[src/sv/modular_exponentiation_macros.svh]
// Assertion helpers shared by the modular exponentiation RTL.
`ifndef MODULAR_EXPONENTIATION_MACROS_SVH
`define MODULAR_EXPONENTIATION_MACROS_SVH

// Clocked property, disabled while reset is asserted.
`define MODEXP_ASSERT(lbl, prop, msg) \
    lbl: assert property (@(posedge clk) disable iff (!rst_n) (prop)) else $error(msg);

// Same-cycle implication.
`define MODEXP_ASSERT_IMP(lbl, ante, cons, msg) \
    `MODEXP_ASSERT(lbl, (ante) |-> (cons), msg)

// Next-cycle implication.
`define MODEXP_ASSERT_NXT(lbl, ante, cons, msg) \
    `MODEXP_ASSERT(lbl, (ante) |=> (cons), msg)

`endif

[src/sv/modexp_pkg.sv]
package modexp_pkg;

    // Width of every operand and result field on the ports
    localparam int FIELD_W = 32;

    typedef struct packed {
        logic [FIELD_W-1:0] base_value;
        logic [FIELD_W-1:0] exponent;
        logic [FIELD_W-1:0] modulus;
    } modexp_in_t;

    typedef struct packed {
        logic [FIELD_W-1:0] power_result;
        logic               zero_modulus_error;
    } modexp_out_t;

    typedef enum logic [2:0] {
        ST_IDLE,
        ST_REDUCE,
        ST_STEP,
        ST_MULT,
        ST_FINISH
    } modexp_state_t;

endpackage

[src/sv/modexp_mulmod.sv]
`include "modular_exponentiation_macros.svh"

// Bit-serial interleaved modular multiplier: product = a * b mod m.
// b is scanned MSB first, one bit per cycle; a and m must stay stable
// while the unit is busy. done pulses for one cycle with product valid.
module modexp_mulmod #(
    parameter int W = 32
) (
    input  logic         clk,
    input  logic         rst_n,
    input  logic         start,
    input  logic [W-1:0] a,
    input  logic [W-1:0] b,
    input  logic [W-1:0] m,
    output logic         done,
    output logic [W-1:0] product
);

    localparam int CNT_W = $clog2(W + 1);

    logic             busy_reg, busy_next;
    logic             done_reg, done_next;
    logic [CNT_W-1:0] cnt_reg, cnt_next;
    logic [W-1:0]     acc_reg, acc_next;
    logic [W-1:0]     bsh_reg, bsh_next;
    logic [W-1:0]     dbl;
    logic [W-1:0]     step;

    // (x + y) mod mm for x, y below mm; the sum never overflows W bits
    function automatic logic [W-1:0] add_mod(input logic [W-1:0] x,
                                             input logic [W-1:0] y,
                                             input logic [W-1:0] mm);
        logic [W-1:0] gap;
        gap = mm - y;
        if (x >= gap)
            add_mod = x - gap;
        else
            add_mod = x + y;
    endfunction

    // One digit: double, then add a if the scanned bit is set
    always_comb
    begin
        dbl  = add_mod(acc_reg, acc_reg, m);
        step = bsh_reg[W-1] ? add_mod(dbl, a, m) : dbl;
    end

    // Sequencing of the scan
    always_comb
    begin
        busy_next = busy_reg;
        done_next = 1'b0;
        cnt_next  = cnt_reg;
        acc_next  = acc_reg;
        bsh_next  = bsh_reg;
        if (start)
        begin
            busy_next = 1'b1;
            cnt_next  = CNT_W'(W);
            acc_next  = '0;
            bsh_next  = b;
        end
        else if (busy_reg)
        begin
            acc_next = step;
            bsh_next = {bsh_reg[W-2:0], 1'b0};
            cnt_next = cnt_reg - CNT_W'(1);
            if (cnt_reg == CNT_W'(1))
            begin
                busy_next = 1'b0;
                done_next = 1'b1;
            end
        end
    end

    always_ff @(posedge clk or negedge rst_n)
    begin
        if (!rst_n)
        begin
            busy_reg <= 1'b0;
            done_reg <= 1'b0;
            cnt_reg  <= '0;
        end
        else
        begin
            busy_reg <= busy_next;
            done_reg <= done_next;
            cnt_reg  <= cnt_next;
        end
    end

    always_ff @(posedge clk)
    begin
        acc_reg <= acc_next;
        bsh_reg <= bsh_next;
    end

    assign done    = done_reg;
    assign product = acc_reg;

    `MODEXP_ASSERT_IMP(a_start_idle, start, !busy_reg, "multiplier restarted while busy")
    `MODEXP_ASSERT_IMP(a_cnt_live, busy_reg, cnt_reg != '0, "busy with an empty digit count")
    `MODEXP_ASSERT_NXT(a_acc_reduced, busy_reg && (m != '0), acc_reg < m,
                       "accumulator left the residue range")

endmodule

[src/sv/modular_exponentiation.sv]
// A zero modulus or zero exponent goes straight to the finish state; otherwise the base is first
//   reduced mod the modulus, then each exponent bit up to the top set one takes a square and multiply step.
// One transaction at a time; the next is accepted once the result is posted. Bit-serial multipliers
//   (one scanned-operand bit per cycle, square and multiply side by side after the reduction) pace it.
// Reset: rst_n clears the controller and the output valid; no transaction is pending after reset.
`include "modular_exponentiation_macros.svh"

module modular_exponentiation #(
    parameter int MOD_WIDTH = 32,
    parameter int EXP_WIDTH = 32
) (
    input  logic                     clk,
    input  logic                     rst_n,
    input  logic                     req_valid,
    output logic                     req_ready,
    input  modexp_pkg::modexp_in_t   req_data,
    output logic                     rsp_valid,
    input  logic                     rsp_ready,
    output modexp_pkg::modexp_out_t  rsp_data
);

    localparam int FW = modexp_pkg::FIELD_W;

    modexp_pkg::modexp_state_t state_reg, state_next;
    logic                      rsp_valid_reg, rsp_valid_next;
    modexp_pkg::modexp_out_t   rsp_reg, rsp_next;
    logic [MOD_WIDTH-1:0]      m_reg, m_next;
    logic [MOD_WIDTH-1:0]      b_reg, b_next;
    logic [MOD_WIDTH-1:0]      r_reg, r_next;
    logic [EXP_WIDTH-1:0]      e_reg, e_next;
    logic                      err_reg, err_next;

    logic                      accept;
    logic                      out_free;
    logic [MOD_WIDTH-1:0]      base_in;
    logic [MOD_WIDTH-1:0]      mod_in;
    logic [EXP_WIDTH-1:0]      exp_in;
    logic [MOD_WIDTH-1:0]      scan0;
    logic                      start0, start1;
    logic                      done0, done1;
    logic [MOD_WIDTH-1:0]      prod0, prod1;

    // Operand truncation to the configured widths
    assign base_in  = MOD_WIDTH'(req_data.base_value);
    assign mod_in   = MOD_WIDTH'(req_data.modulus);
    assign exp_in   = EXP_WIDTH'(req_data.exponent);

    assign req_ready = (state_reg == modexp_pkg::ST_IDLE);
    assign accept    = req_valid && req_ready;
    assign out_free  = !rsp_valid_reg || rsp_ready;

    // Unit 0 scans the raw base during reduction, the current base afterwards
    assign scan0 = (state_reg == modexp_pkg::ST_IDLE) ? base_in : b_reg;

    // Unit 0: reduction (1 * base) and the running product r * b
    modexp_mulmod #(.W(MOD_WIDTH)) u_mul_r (
        .clk     (clk),
        .rst_n   (rst_n),
        .start   (start0),
        .a       (r_reg),
        .b       (scan0),
        .m       (m_reg),
        .done    (done0),
        .product (prod0)
    );

    // Unit 1: squaring b * b
    modexp_mulmod #(.W(MOD_WIDTH)) u_mul_b (
        .clk     (clk),
        .rst_n   (rst_n),
        .start   (start1),
        .a       (b_reg),
        .b       (b_reg),
        .m       (m_reg),
        .done    (done1),
        .product (prod1)
    );

    // Controller: next state and datapath updates
    always_comb
    begin
        state_next     = state_reg;
        rsp_valid_next = rsp_valid_reg && !rsp_ready;
        rsp_next       = rsp_reg;
        m_next         = m_reg;
        b_next         = b_reg;
        r_next         = r_reg;
        e_next         = e_reg;
        err_next       = err_reg;
        start0         = 1'b0;
        start1         = 1'b0;
        case (state_reg)
            modexp_pkg::ST_IDLE:
            begin
                if (accept)
                begin
                    m_next   = mod_in;
                    e_next   = exp_in;
                    b_next   = base_in;
                    r_next   = MOD_WIDTH'(1);
                    err_next = (mod_in == '0);
                    if (mod_in == '0)
                    begin
                        r_next     = '0;
                        state_next = modexp_pkg::ST_FINISH;
                    end
                    else if (exp_in == '0)
                        state_next = modexp_pkg::ST_FINISH;
                    else
                    begin
                        start0     = 1'b1;
                        state_next = modexp_pkg::ST_REDUCE;
                    end
                end
            end
            modexp_pkg::ST_REDUCE:
            begin
                if (done0)
                begin
                    b_next     = prod0;
                    state_next = modexp_pkg::ST_STEP;
                end
            end
            modexp_pkg::ST_STEP:
            begin
                start0     = 1'b1;
                start1     = 1'b1;
                state_next = modexp_pkg::ST_MULT;
            end
            modexp_pkg::ST_MULT:
            begin
                if (done0)
                begin
                    if (e_reg[0])
                        r_next = prod0;
                    b_next = prod1;
                    e_next = e_reg >> 1;
                    if ((e_reg >> 1) == '0)
                        state_next = modexp_pkg::ST_FINISH;
                    else
                        state_next = modexp_pkg::ST_STEP;
                end
            end
            modexp_pkg::ST_FINISH:
            begin
                if (out_free)
                begin
                    rsp_valid_next               = 1'b1;
                    rsp_next.power_result        = FW'(r_reg);
                    rsp_next.zero_modulus_error  = err_reg;
                    state_next                   = modexp_pkg::ST_IDLE;
                end
            end
            default:
                state_next = modexp_pkg::ST_IDLE;
        endcase
    end

    always_ff @(posedge clk or negedge rst_n)
    begin
        if (!rst_n)
        begin
            state_reg     <= modexp_pkg::ST_IDLE;
            rsp_valid_reg <= 1'b0;
        end
        else
        begin
            state_reg     <= state_next;
            rsp_valid_reg <= rsp_valid_next;
        end
    end

    always_ff @(posedge clk)
    begin
        rsp_reg <= rsp_next;
        m_reg   <= m_next;
        b_reg   <= b_next;
        r_reg   <= r_next;
        e_reg   <= e_next;
        err_reg <= err_next;
    end

    assign rsp_valid = rsp_valid_reg;
    assign rsp_data  = rsp_reg;

    `MODEXP_ASSERT_IMP(a_err_zero, rsp_valid && rsp_data.zero_modulus_error,
                       rsp_data.power_result == '0, "error transaction with nonzero result")
    `MODEXP_ASSERT_IMP(a_units_lockstep, state_reg == modexp_pkg::ST_MULT, done0 == done1,
                       "square and multiply units out of step")
    `MODEXP_ASSERT_IMP(a_reduce_alone, state_reg == modexp_pkg::ST_REDUCE, !done1,
                       "squaring unit active during base reduction")
    `MODEXP_ASSERT_NXT(a_zero_mod_fast, accept && (mod_in == '0),
                       state_reg == modexp_pkg::ST_FINISH, "zero modulus not finished at once")

endmodule
[config.mk]
export PLATFORM = sky130hd
export DESIGN_NAME = modular_exponentiation
export DESIGN_NICKNAME = d
export VERILOG_FILES = /design/src/sv/modexp_pkg.sv /design/src/sv/modexp_mulmod.sv /design/src/sv/modular_exponentiation.sv
export VERILOG_INCLUDE_DIRS = /design/src /design/src/sv
export SDC_FILE = /design/constraint.sdc
export NUM_CORES = 1
export LEC_CHECK = 0
export BUFFER_PORTS_ARGS = -buffer_cell sky130_fd_sc_hd__buf_2
export CAP_MARGIN = 20
export CELL_PAD_IN_SITES_DETAIL_PLACEMENT = 1
export CELL_PAD_IN_SITES_GLOBAL_PLACEMENT = 1
export CORE_MARGIN = 2
export CORE_UTILIZATION = 44
export CTS_CLUSTER_SIZE = 12
export DETAILED_ROUTE_END_ITERATION = 8
export GPL_TIMING_DRIVEN = 0
export PLACE_DENSITY_LB_ADDON = 0.1
export REMOVE_ABC_BUFFERS = 1
export SKIP_CTS_REPAIR_TIMING = 1
export SYNTH_ARGS = -nofsm -noshare
export SYNTH_HDL_FRONTEND = slang
export SYNTH_SLANG_ARGS = --single-unit
export TNS_END_PERCENT = 10
[constraint.sdc]
create_clock -name clk -period 8.5 [get_ports clk]
set_clock_uncertainty 0.2 [all_clocks]
set_input_delay 0 -clock clk [delete_from_list [all_inputs] [get_ports clk]]
set_output_delay 0 -clock clk [all_outputs]
set_load 0.01 [all_outputs]
---- Word level (Yosys, flattened, before mapping) ----
Index checks and enable logic that the tools add are counted.
W data, S select, Z words.
word-level totals
  bits in registers ....................... 309
  bits of input ports ..................... 100
  logic and storage cells ................. 117
  output and inout port bits .............. 35
operators by class
  multiplexer cells ....................... 51
  order comparisons ....................... 4
  reductions and logical operators ........ 19
  equal/unequal tests ..................... 11
  add/subtract/negate cells ............... 14
operator list
  kind                   count
  $mux W32               19
  $sub A32 B32 Y32       8
  $add A32 B32 Y32       4
  $ge A32 B32 Y1         4
  $pmux W32 S2           2
  $logic_not A32 Y1      3
  $pmux W32 S3           1
  $mux W6                4
  $mux W3                7
  $mux W1                16
  $pmux W3 S5            1
  $eq A6 B1 Y1 const B   2
  $reduce_and A4 Y1      3
  $sub A6 B1 Y6 const B  2
  $eq A3 B2 Y1 const B   2
  $ne A2 B1 Y1 const B   3
  $reduce_bool A2 Y1     3
  $ne A2 B2 Y1 const B   2
  $reduce_and A2 Y1      2
  $eq A3 B1 Y1 const B   1
  $eq A3 B3 Y1 const B   1
  $logic_not A3 Y1       1
  $reduce_and A3 Y1      1
  $reduce_bool A3 Y1     1
  other kinds (4)        6

---- Logic depth before layout (Yosys ltp) ----
Gate-level depths: netlist of the first run.
  depth after elaboration ................. 6
  gate-level depth with buffers ........... 51
  depth with buffers taken out ............ 45

---- Cells and area by module ----
From an unflattened synthesis of the first run, not the netlist that was laid out.
unflattened totals
  cell total of the unflattened synthesis .. 3600
  area, all modules ....................... 31206.2 µm²
by module, submodules not included
  module                   seq. area each (µm²)  cells each  area each (µm²)  instances
  modexp_mulmod (u_mul_b)  1801.7                1598        12339.3          1
  modexp_mulmod (u_mul_r)  1801.7                1557        11835.1          1
  modular_exponentiation   4964.8                445         7031.7           1

---- Worst setup path after synthesis of the first run ----
OpenSTA, ideal clock, no wires.
  path type ............................... reg-to-reg
  from .................................... register m_reg[0]
  to ...................................... register u_mul_r.acc_reg[29] (netlist: u_mul_r.product[29])
  path buffers ............................ 5
  setup slack ............................. -921 ps
  period minus slack after synthesis ...... 9421 ps
  arrival ................................. 9104 ps
  required time ........................... 8184 ps
  library setup time ...................... 116 ps
  cell stages (with the launch flop) ...... 50
  cells stage by stage .................... edfxtp_1 > inv_1 > ha_1 > inv_1 > fa_1 > a21o_1 > a21oi_1 > o21bai_1 > a21oi_1 > o21bai_1 > a21oi_1 > o21ai_0 > o41ai_1 > o21ai_0 > a211oi_1 > nor3_1 > a41oi_1 > a21oi_1 > [14 not listed] > ha_1 > clkbuf_1 > a21oi_1 > o21ai_0 > a21o_1 > a21oi_1 > o21ai_0 > a21oi_1 > o21bai_1 > a21o_1 > a21o_1 > a311oi_1 > o21ai_0 > o21ai_2 > nand2_1 > a2111oi_0 > o311ai_1 > o211a_1
between the ends
  cells in the longest elaborated chain, start to end .. 6
  elaborated cells on any way between the ends .. 10
  classes of those cells .................. 5 x add/sub; 2 x order compare; 3 x mux
RTL lines
  what                                                       line                                      RTL
  from (decl)                                                modular_exponentiation.sv:27              logic [MOD_WIDTH-1:0] m_reg, m_next;
  from (signal assigned)                                     modular_exponentiation.sv:176             m_reg <= m_next;
  $sub A32 B32 Y32                                           modexp_mulmod.sv:34                       gap = mm - y;
  $sub A32 B32 Y32 / $ge A32 B32 Y1 (equally long branches)  modexp_mulmod.sv:36, modexp_mulmod.sv:35
  $mux W32                                                   modexp_mulmod.sv:35                       if (x >= gap)
  $add A32 B32 Y32, or another cell as far along             modexp_mulmod.sv:38                       add_mod = x + y;
  $mux W32                                                   modexp_mulmod.sv:35
  $mux W32 *                                                 modexp_mulmod.sv:45                       step = bsh_reg[W-1] ? add_mod(dbl, a, m) : dbl;
  to (signal assigned)                                       modexp_mulmod.sv:94                       acc_reg <= acc_next;
  to (decl)                                                  modexp_mulmod.sv:24                       logic [W-1:0] acc_reg, acc_next;
Every way passes the cells marked *; elsewhere a longest branch is shown, timed or not.
A chain may end at the register's enable or synchronous reset.

---- Final worst setup path of the first run ----
Same ends and word-level chain as after synthesis.

==> metrics, run 1 <==
Post-synth EDFFs 226; Worst slew margin 17.07%; Fmax 105.4 MHz; Congestion Overflow GR 0; Slew Viols, Final 0; outcome complete, but fails checks; Slowest-stage cell, CP o211ai_1; WL met2 58340 um; Synth Register Bits 309; vias per inst 6.253; CTS Root Cell clkbuf_16; M1 WL 56170 um; PortBufs 134; largest net degree at the start of global routing 72; Worst-path clk slew 60 ps; Worst Path Required 8760 ps; cts bufs inserted 40; synth-to-layout area growth 25.09%; Fin Hold WS 9.380 ps; Period minus WS final 9484 ps; vias in the first global route 29630; diodes inserted 0; top cells by area, synth edfxtp_1 (22%), ha_1 (12%), a21oi_1 (5.4%); DRT Pass-1 Iters 5; post-route setup slack -984.0 ps; synth warn 0; routability cong. 0.9269; worst hold-check path type primary input to flip-flop; register area share after synthesis 28.09%; CTS Sinks 309; Core ar. 0.06847 mm^2; failing checks negative setup slack; CTS Buffer Depth 3; fraction of registers with async set/reset 6.149%; top sig layer met4; NumNets Final 4461; Synth area leader edfxtp_1; # DRC 0; via count 31060; DR WL/cell 25.36 um; H-tree lvl count 2; Cells after Synth 3668; CP endpoint kind flip-flop; worst skew pair latency 580 ps; critical path peak fanout 7; antenna-violating nets left 0; Die W 266.9 um; hold violation count in the final report 0; Largest register FFs 33; FP Rows 96; Main synth FF type edfxtp_1; Vert. Die Dim 266.9 um; Total GRT Usage 31.20%; critical path type flip-flop to flip-flop; Starting Density 44.42%; Yosys cell types 98; layout cells sized above 1 18.14%; CP peak stage delay 540 ps; Final Util 55.56%; Worst Path Arrival 9750 ps; Ports 135; RSZ-0062 raised after global routing yes; Mean Syn Cell Area 8.291 um^2; initial antenna violation count 0; crit share post-route 111.6%; CP Launch Type flip-flop; Post-DP HPWL 90490 um; Slew @ Worst Pin 1228 ps; Met3 Routed Length 6316 um; final wirelength 126000 um; first-pass GRT wire length 172300 um; share of the synthesized area in the top cell type 22.32%; Cell Area, Synth 0.03041 mm^2; maxcap violations 0; final setup vio count 64; CTS tree yes; TNS Setup -38010 ps; Initial DRC Count 2438; die area 0.07124 mm^2
[stage by stage]
stage               instance area [um^2]  setup slack, ps  instances
detailed placement                 32370            -4382       4602
floorplan                          30000            -2136       3562
CTS                                33760            -4456       4674
global route                       38040            -1282       4967
global placement                   31770            -6417       4578
finish                             38040           -984.0       4967
[metal layers]
metal / up-vias / track usage, %
met3: 243 / 2.546
met1: 15470 / 44.67
li1: 14380 / -
met4: 0 / 7.971
met5: - / 0
met2: 967 / 50.58
[cell type report]
class                           count  area, um^2
Fill cell                        8042       30420
Inverter                          250       942.2
Sequential cell                   309        8559
Clock inverter                     17       221.5
Multi-Input combinational cell   3009       22190
Timing Repair Buffer              445        3855
Clock buffer                       55        1169
Tap cell                          882        1104
[cells in the mapped netlist, types with 37 or more instances]
master    instances
xor2_1          119
xnor2_1         145
a211oi_1         56
nand4_1          37
o211ai_1         51
mux2i_1          88
and3_1           40
nand2b_1         54
nor2_1          319
nand3_1          94
nor4_1           39
a21oi_1         331
mux2_2           37
clkbuf_1         81
inv_1           246
ha_1            299
a21o_1          109
nor3_1           85
o21a_1           44
o21ai_0         245
edfxtp_1        226
dfxtp_1          64
nand2_1         305
[critical path: cells and delay by family (launching register included)]
family / cells / cell delay (ps)
fa+ha+maj: 4 / 1200
flops: 1 / 520
buf+inv: 11 / 1720
simple gates: 6 / 750
compound gates: 23 / 4760
xor+xnor: 1 / 200
[cell families (layout without fill, tap and decap cells)]
kind of cell	count (synthesis)	in the layout	share of synthesized area, %
multiplexers	125	125	4.266
AND/OR/NAND/NOR	1128	1129	17.59
flip-flops	309	309	28.09
buffers and inverters	356	767	4.452
AO/OA/AOI/OAI	1170	1175	24.90
XOR/XNOR	264	264	7.603
adder cells (fa/ha/maj)	316	316	13.10
[placed cells by master, fill, tap and decap left out, types with 106 or more instances in the layout]
master / n
nor2_1: 305
nand2_1: 292
a21oi_1: 285
ha_1: 274
inv_1: 241
edfxtp_1: 226
o21ai_0: 208
xnor2_1: 144
buf_4: 144
buf_2: 136
xor2_1: 118
dlygate4sd3_1: 117
a21o_1: 106
[worst paths after layout]
kind / start / cells after the start / end / slack (ps)
worst max-delay path: m_reg[0] / 45 / u_mul_r.product[29] / -980
worst min-delay path: req_data[19] / 2 / m_reg[19] / 9
worst max register to register: m_reg[0] / 45 / u_mul_r.product[29] / -980
worst min register to register: err_reg / 0 / rsp_data[0] / 220
max in group asynchronous: rst_n / 3 / state_reg[1] / 6870
min in group asynchronous: rst_n / 3 / u_mul_b.cnt_reg[5] / 500
Power of run 1 is left out: the tool's default activity adds up to more than one toggle a clock period on the data nets, which glitch-free logic cannot reach.
==> inputs of run 2 (changes only) <==
PLACE_DENSITY = 0.8   (was default)
PLACE_DENSITY_LB_ADDON = default   (was 0.1)
==> metrics, run 2 (synthesis gave the netlist of run 1 again) <==
crit share post-route 117.9% (+6.3 points); critical path peak fanout 8 (+1); failing checks negative hold slack, negative setup slack; Slowest-stage cell, CP edfxtp_1; via count 32950 (+6.1%); Total GRT Usage 29.67% (-1.5 points); RR Startpoint m_reg[0]; final setup vio count 64 (unchanged); RSZ-0062 raised after global routing yes; CP Launch Type flip-flop; Starting Density 44.42% (unchanged); final wirelength 137500 um (+9.2%); Worst-path clk slew 80 ps (+20 ps); routability cong. 0.9294 (+0.27%); initial antenna violation count 6 (+6); vias per inst 6.642 (+6.2%); Critical path destination u_mul_r.product[30]; TNS Setup -74240 ps (-36230 ps); first-pass GRT wire length 165500 um (-3.9%); antenna-violating nets left 0 (unchanged); Fin Hold WS -65.59 ps (-74.97 ps); most frequent cells in the layout nor2_1 (308), nand2_1 (292), a21oi_1 (282); hold violation count in the final report 7 (+7); outcome complete, but fails checks; post-route setup slack -1520 ps (-536.2 ps); Worst Path Required 8780 ps (+20 ps); vias in the first global route 29550 (-0.26%); worst skew pair latency 620 ps (+40 ps); maxcap violations 0 (unchanged); Initial DRC Count 3596 (+47%); Largest register FFs 33 (unchanged); DRT Pass-1 Iters 6 (+1); commonest non-fill, non-tap cell in the layout nor2_1; FF-to-FF path depth 49 (+8.9%); Vert. Die Dim 266.9 um (unchanged); register-to-register setup slack -1520 ps (-540 ps); Worst slew margin 21.64% (+4.6 points); CTS Buffer Depth 3 (unchanged); Worst Path Arrival 10300 ps (+550 ps); Period minus WS final 10020 ps (+536.2 ps); NumNets Final 4447 (-0.31%); FF/Latch Area 0.008558 mm^2 (about the same); synth-to-layout area growth 24.22%; FP Rows 96 (unchanged); multi-input gate area in the final layout 0.02212 mm^2 (-0.32%); Die W 266.9 um (unchanged); critical path type flip-flop to flip-flop; DR WL/cell 27.72 um (+9.3%); die area 0.07124 mm^2 (unchanged); cell mode on critical path a21oi_2; Fmax 99.80 MHz (-5.4%); Core ar. 0.06847 mm^2 (unchanged); CTS Root Cell clkbuf_16; cts bufs inserted 39 (-2.5%); CTS Sinks 309 (unchanged); Slew @ Worst Pin 1157 ps (-70.74 ps); worst hold-check path type primary input to flip-flop; H-tree lvl count 2 (unchanged); Ports 135 (unchanged); # fillers 8005 (-0.46%); Slew Viols, Final 0 (unchanged); CP endpoint kind flip-flop; # DRC 0 (unchanged); CTS tree yes; largest net degree at the start of global routing 65 (-9.7%); layout cells sized above 1 17.49% (-0.65 points); Post-DP HPWL 85330 um (-5.7%); Congestion Overflow GR 0 (unchanged); PortBufs 134 (unchanged); CP peak stage delay 600 ps (+60 ps); crit path launch m_reg[0]; r2r endpoint u_mul_r.product[30]
-- run 2: layer usage --
metal  vias up  part of all wire, %  wire length, um  global-route usage [%]
li1      14330                    -                -                       -
met1     16120                   38            52520                   39.68
met2      1927                   46            63530                   49.26
met3       570                  8.5            11650                   3.100
met4         4                  7.1             9773                   11.31
met5         -                0.020               27                       0
-- run 2: how the worst min path moves through the flow --
stage	start	end	slack (ps)	depth (start not counted)
finish	req_data[1]	m_reg[1]	-70	2
global route	req_data[1]	m_reg[1]	-30	2
CTS	rst_n	u_mul_b.cnt_reg[0]	-830	1
detailed placement	rst_n	u_mul_b.cnt_reg[1]	-200	1
global placement	rst_n	u_mul_b.cnt_reg[1]	-200	1
floorplan	rst_n	rsp_valid	-500	0
-- run 2: layout make-up --
| class | instances | share of cell area, % |
|---|---|---|
| Multi-Input combinational cell | 3006 | 58.56 |
| Sequential cell | 309 | 22.66 |
| Timing Repair Buffer | 435 | 10.07 |
| Tap cell | 882 | 2.921 |
| Clock buffer | 49 | 2.792 |
| Inverter | 250 | 2.514 |
| Clock inverter | 23 | 0.4405 |
| Antenna cell | 7 | 0.04637 |
-- run 2: per-stage QoR --
step / instance area (um^2) / setup slack [ps] / instances / util (%) / hold WS (ps)
floorplan: 30000 / -2136 / 3562 / - / -495.6
detailed placement: 32350 / -4240 / 4603 / 47.25 / -195.8
CTS: 33570 / -4249 / 4675 / 49.04 / -825.5
finish: 37780 / -1520 / 4961 / 55.18 / -65.59
global placement: 31770 / -6367 / 4578 / 46.40 / -195.3
global route: 37770 / -1674 / 4957 / 55.16 / -33.20
-- run 2: worst max-delay path: cells and delay by family, from the launching register on --
| family | cells | cell delay [ps] |
|---|---|---|
| DFF | 1 | 600 |
| and+or+nand+nor | 6 | 890 |
| xor gates and xnor gates | 1 | 220 |
| AOI/OAI and AO/OA | 31 | 5730 |
| adders and majority gates | 4 | 1160 |
| buffers and inverters | 7 | 1110 |
Power of run 2 is left out for the same reason.
